[src/rtl/spq_pkg.sv]
// Package for the stable priority run queue: sizes, command and status codes,
// and the entry and command types shared by the cells and the top level.
// No dependencies.
package spq_pkg;

   localparam int QUEUE_DEPTH = 64;
   localparam int COUNT_W     = $clog2(QUEUE_DEPTH + 1);

   localparam int KIND_W  = 2;
   localparam int TAG_W   = 64;
   localparam int LABEL_W = 64;
   localparam int RANK_W  = 16;
   localparam int STAT_W  = 2;
   localparam int OCC_W   = 7;

   localparam logic [KIND_W-1:0] KIND_CLEAR  = 2'd0;
   localparam logic [KIND_W-1:0] KIND_INSERT = 2'd1;
   localparam logic [KIND_W-1:0] KIND_POP    = 2'd2;

   localparam logic [STAT_W-1:0] ST_OK    = 2'd0;
   localparam logic [STAT_W-1:0] ST_EMPTY = 2'd1;
   localparam logic [STAT_W-1:0] ST_FULL  = 2'd2;

   typedef struct packed {
      logic [TAG_W-1:0]   tag;
      logic [LABEL_W-1:0] label;
      logic [RANK_W-1:0]  rank;
   } entry_type;

   // broadcast to every cell in the chain
   typedef struct packed {
      logic      insert;
      logic      pop;
      entry_type entry;
   } cmd_type;

endpackage

[src/rtl/spq_cell.sv]
// One slot of the sorted chain: holds an entry, compares it with the incoming
// rank and shifts with its neighbours. Depends on spq_pkg.
module spq_cell (
   input  logic               clock,
   input  spq_pkg::cmd_type   cmd,
   input  logic               occupied,
   input  logic               left_place,
   input  spq_pkg::entry_type left_entry,
   input  spq_pkg::entry_type right_entry,
   output logic               place,
   output spq_pkg::entry_type entry
);
   import spq_pkg::*;

   entry_type entry_ff;
   entry_type entry_in;

   // strictly greater keeps equal ranks in arrival order
   assign place = !occupied || (entry_ff.rank > cmd.entry.rank);
   assign entry = entry_ff;

   always_comb begin
      entry_in = entry_ff;
      if (cmd.pop) begin
         entry_in = right_entry;
      end else if (cmd.insert && place) begin
         entry_in = left_place ? left_entry : cmd.entry;
      end
   end

   always_ff @(posedge clock) begin
      entry_ff <= entry_in;
   end

endmodule

[config.mk]
export PLATFORM = sky130hd
export DESIGN_NAME = spq_cell
export DESIGN_NICKNAME = d
export VERILOG_FILES = /design/src/rtl/spq_pkg.sv /design/src/rtl/spq_cell.sv
export SDC_FILE = /design/constraint.sdc
export NUM_CORES = 1
export LEC_CHECK = 0
export ABC_AREA = 1
export BUFFER_PORTS_ARGS = -buffer_cell sky130_fd_sc_hd__buf_4
export CORE_AREA = 2 2 227 229
export CTS_BUF_LIST = sky130_fd_sc_hd__clkbuf_8
export CTS_CLUSTER_SIZE = 25
export DETAILED_ROUTE_END_ITERATION = 10
export DIE_AREA = 0 0 229 231
export PLACE_DENSITY = 0.5
export SYNTH_ARGS = -nofsm -noshare
export SYNTH_HDL_FRONTEND = slang
export SYNTH_SLANG_ARGS = --single-unit
[constraint.sdc]
create_clock -name clock -period 6 [get_ports clock]
set_input_delay 1.2 -clock clock [delete_from_list [all_inputs] [get_ports clock]]
set_output_delay 1.2 -clock clock [all_outputs]
set_load 0.05 [all_outputs]
* Yosys cells after proc, flatten, opt, wreduce, memory -nomap -nowiden
Index checks and enable logic that the tools add are counted.
Storage, ports and cells: register bits 144, input bits 437, output and inout bits 145, word-level logic and storage cells 11
Cells by class: $lt $le $gt $ge 1, multiplexer cells 3, reduce and logical (&&, ||, !) cells 4
Operators with widths (count):
- $mux 144 | 3
- $gt 16x16->1 | 1
- $reduce_bool 2->1 | 1
- $logic_and 1x1->1 | 1
- $logic_not 1->1 | 1
- $logic_or 1x1->1 | 1

* Longest topological paths before layout
depth after elaboration 5, mapped depth 15, mapped depth without buffers 15

* Worst setup path after synthesis
Ideal clock, no wire load.
path kind input port to flip-flop, from in cmd[7] (netlist name), to reg entry_ff (netlist bit entry[0]) (enable), library setup time 1.219 ns, arrival 4.735 ns, required time 4.781 ns, slack 0.046 ns, stages on the path 11, buffers on the path 0, cell sequence inv_1 > ha_1 > a21o_1 > nor2_1 > nand2_1 > nand2_1 > nand2_1 > nand2_1 > nand2_1 > nand2_1 > nand2_1
On the way: word-level cells in the longest chain between the ends 4
RTL lines:
- from (decl) | RTL line spq_cell.sv:5 | input spq_pkg::cmd_type cmd,
- $gt 16x16->1 | RTL line spq_cell.sv:19 | assign place = !occupied || (entry_ff.rank > cmd.entry.rank);
- $logic_or 1x1->1 | RTL line spq_cell.sv:19
- named net place | RTL line spq_cell.sv:10 | output logic place,
- $logic_and 1x1->1 | RTL line spq_cell.sv:26 | end else if (cmd.insert && place) begin
- $reduce_bool 2->1 (no line)
- to (signal assigned) | RTL line spq_cell.sv:32 | entry_ff <= entry_in;
- to (decl) | RTL line spq_cell.sv:15 | entry_type entry_ff;
The timed path passes the listed nets, and every way through them passes these cells. A chain may end at the register's enable or synchronous reset.

* Worst setup path after layout
from in cmd[13] (netlist name), to out place
On the way: word-level cells in the longest chain between the ends 2
RTL lines (RTL line):
- $gt 16x16->1 | spq_cell.sv:19
- $logic_or 1x1->1 | spq_cell.sv:19
- to (decl) | spq_cell.sv:10
No other way between the ends.

==> results.md <==
- The run finished with clean final reports.
- Max-cap violations in this run came to 0.
- The setup slack of the worst register-to-register path is 3.14 ns.
- The effective utilization at floorplan is 0.152.
- The register bit total from synthesis is roughly 140.
- The total placed instance area is ~13,000 um^2.
- The setup path with the least slack is of type primary input to output port.
- The worst-case reg-to-reg path depth is 14.
- The height of the die is between 200 and 250 um.
- The overall fraction of global-route tracks in use is 0.144.
- The full die area is around 53,000 um^2.
- The maximum clock insertion buffer count is 2.
- The count of yosys warnings during synthesis is 0.
- The filler cells instantiated in the layout total 5,611.
- Of the cells placed in the final design, the portion with a size suffix greater than 1 is 0.437.
- The core region is 50,700 um^2.
- The wire length of the first global-routing pass is between 50,000 and 60,000 um.
- The slew at the pin closest to its max-slew limit is 0.983 ns.
- Compared with the post-synthesis result, the final layout area differs by 68.7%.
- Clock-pin slew was measured on the worst setup and hold paths at 0.08 ns.
- In the finished design, the share of the clock period the worst path needs comes to 0.621.
- The floorplan step set the die width to 229 um.
- Clock latency on the worst-skew pair, taken at its later pin, is 0.53 ns.
- The number of gates given a new drive strength after cts is 0.
- Of the post-synthesis cell area, the dominant cell type holds 0.562.
- Yosys mapped a number of flops with a built-in enable equal to 144.
- After detailed routing, the number of remaining DRC violations is 0.
- The total I/O pin count is 582.
- The number of detailed-route iterations in the first pass is 5.
- The netlist area before placement is 7690 um^2.
- The worst hold path endpoint is entry[98]$_DFFE_PP_.
- The fmax is 268 MHz.
- The count of antenna-violating nets left after detailed routing is 0.
- Global routing finished with a remaining overflow of 0.
- Entering global routing, the biggest net connects 88 pins.
- The number of buffers added to fix hold violations after cts is 0.
- The final wirelength is 39,200 um.
- The register with the most flip-flops in the layout has between 100 and 150 of them.
- The number of clock buffers inserted by TritonCTS is 17.
- Dividing total power by cell area gives a power density of 238 nW/um^2.
- The internal power of the cells is 1.98 mW.
- Walking the worst path, the cells encountered are buf_4 > inv_1 > ha_1 > a21oi_1 > o21ai_0 > a21oi_1 > nand2_1 > nand2_1 > nand2_1 > buf_4.
- The part of the total power dissipated in the clock network is 0.249.
- The weighted congestion at the end of routability-driven global placement is 0.938.
- After synthesis, the share of flip-flops with an asynchronous set or reset is 0.
- Once layout is complete, the cells apart from fillers number approximately 2,100.
- The via count of the first global-routing pass is ~9,000.
- The cell that appears most often on the critical path is sky130_fd_sc_hd__nand2_1.
- The final number of setup-violating endpoints is 0.
- The worst slew slack as a fraction of its limit is 0.345.
- The number of nets in the synthesized netlist is 1,311.
- STA puts the critical path data required time at 4.80 ns.
- The class of the tightest hold or removal check is primary input to register.
- The number of different library cells in the post-synthesis netlist is 15.
- The worst hold path begins at right_entry[98].
- The clock skew is between 0.009 and 0.01 ns.
- The number of sinks driven by the clock tree is 144.
- Setup repair after global routing left no endpoint under its margin.
- The area of the multi-input gates is 2900 um^2.
- The launching instance or port of the critical path is cmd[13].
- The number of antenna violations at the first check in global routing is 13.
- Summing over every cut layer, the via total after detailed routing is 8,664.
- The clock root buffer is sky130_fd_sc_hd__clkbuf_8.
- The portion of total power attributed to combinational logic is 0.339.
- After synthesis, the cell types taking the most area are sky130_fd_sc_hd__edfxtp_1 (56%), sky130_fd_sc_hd__a21oi_1 (19%), sky130_fd_sc_hd__nand2_1 (8.0%), sky130_fd_sc_hd__nor2_1 (7.3%), sky130_fd_sc_hd__ha_1 (2.6%).
- The number of buffer cells added on primary ports is 581.
- Counting I/O delays and the setup requirement, the final critical path takes 3.73 ns.
- The switching power of the nets is about 1.1 mW.
- The hold path depth is 3.
- The worst register-to-register path begins at entry[2]$_DFFE_PP_.
- In this run the static leakage power is ~5.8 nW.
- The share of the Yosys chip area taken by registers is 0.562.
- The maximum fanout along the worst path is 2.
- By count the netlist is led by sky130_fd_sc_hd__a21oi_1 (294), sky130_fd_sc_hd__nand2_1 (165), sky130_fd_sc_hd__nor2_1 (149).
- The element type at the critical path end is an output port.
- The number of cells produced by synthesis is ~860.
- The design area is 13,000 um^2.
- The initialized floorplan defines 83 standard-cell rows.
- The power share of the sequential group is 0.412.
- After clock tree synthesis, the setup repair step added 0 buffers.
- STA puts the critical path data arrival time at approximately 2.5 ns.
- The net total in the final layout is 1,858.
- The share of total power consumed by net switching is 0.360.
- The endpoint of the worst-slack reg-to-reg timing path is entry[136]$_DFFE_PP_.
- Once detailed placement completed, the half-perimeter wirelength came to 30,800 um.
- The sequential cells in the finished layout cover a total of 4320 um^2.
- The type of element launching the critical path is a primary input.
- The most used flip-flop cell after synthesis is sky130_fd_sc_hd__edfxtp_1.
- Once placement completed, the tool counted placed cells totaling 2,066.
- The overall power after layout is 3.09 mW.
- In this design, the stage delay of the slowest critical-path cell is 0.30 ns.
- The slowest stage cell on the critical path is sky130_fd_sc_hd__ha_1.
- The number of H-tree branching levels is 4.
- For the final routed database, the setup TNS stands at 0 ns.
- The first routing iteration left roughly 350 violations.
- The worst ir drop on vdd is 0.000121 V.
- The most repeated cell in the gate-level netlist after synthesis is sky130_fd_sc_hd__a21oi_1.
- The number of hold-slack violations in the final timing report was 0.
- The number of pins with negative max-slew slack in the final report is 0.
- After synthesis, the mean cell area works out to ~9 um^2.
- The final routed wire length divided by cell count is 18.7 um.
- The cell type contributing the most total cell area after synthesis is sky130_fd_sc_hd__edfxtp_1.
- TritonCTS built the clock tree.
- The via density per instance is 4.13.
[logic make-up (layout without fill, tap and decap cells)]
logic type,Yosys count,count (layout),synth area share
AND/OR/NAND/NOR,318,318,0.157
AO/OA/AOI/OAI,296,296,0.193
flip-flops,144,144,0.562
buffers and inverters,84,644,0.0626
adder cells (fa/ha/maj),16,16,0.0260
other,0,1,0
[cells in the final DEF (no fill, tap or decap), drive strengths merged]
master / synthesis / routed
a21oi: 294 / 294
clkinv: 0 / 6
nor3: 1 / 1
a21o: 1 / 1
nor2: 149 / 149
nand3: 2 / 2
clkinvlp: 0 / 3
diode: 0 / 1
o21ai: 1 / 1
buf: 62 / 590
nand2: 165 / 165
nand4: 1 / 1
edfxtp: 144 / 144
inv: 22 / 26
ha: 16 / 16
clkbuf: 0 / 17
bufinv: 0 / 2
[final cells by class]
class	count	area share
Timing Repair Buffer	590	0.343
Sequential cell	144	0.333
Multi-Input combinational cell	630	0.223
Tap cell	680	0.0655
Clock buffer	17	0.0180
Clock inverter	15	0.00993
Inverter	22	0.00694
Antenna cell	1	0.000193
[worst max path at each step]
stage	endpoint	slack [ns]
global route	place	2.15
floorplan	entry[0]$_DFFE_PP_	0.05
CTS	place	2.24
finish	place	2.27
global placement	place	2.22
detailed placement	entry[141]$_DFFE_PP_	2.23
[power by group through the flow]
stage	clock network, mW	logic (mW)	registers, mW
5_1_grt	0.860	1.11	1.28
3_5_place_dp	0	1.06	1.30
4_1_cts	0.835	1.06	1.28
6_report	0.770	1.05	1.28
2_1_floorplan	0	0.225	1.66
3_3_place_gp	0	1.06	1.30
[per-stage QoR]
step                      hold WS [ns]  utilization  worst slack [ns]
after global routing             0.936        0.256              2.15
final                            0.987        0.256              2.27
after global placement            1.53        0.249              2.22
after detailed placement          1.53        0.249              2.23
after floorplan                   1.43            -            0.0462
after CTS                        0.882        0.256              2.24
[worst max-delay path, delay by kind of cell]
| kind | cells | cell delay [ns] |
|---|---|---|
| buffers and inverters | 3 | 0.32 |
| adders and majority gates | 1 | 0.30 |
| and+or+nand+nor | 3 | 0.30 |
| AOI/OAI and AO/OA | 3 | 0.42 |
[per-layer routing]
layer,track usage,vias to the layer above,part of all wire
met5,0,-,0.00031
met2,0.258,486,0.51
met1,0.156,4039,0.38
met4,0.0471,2,0.023
met3,0.0525,66,0.089
li1,-,4071,-
(Power assumes the default switching activity.)
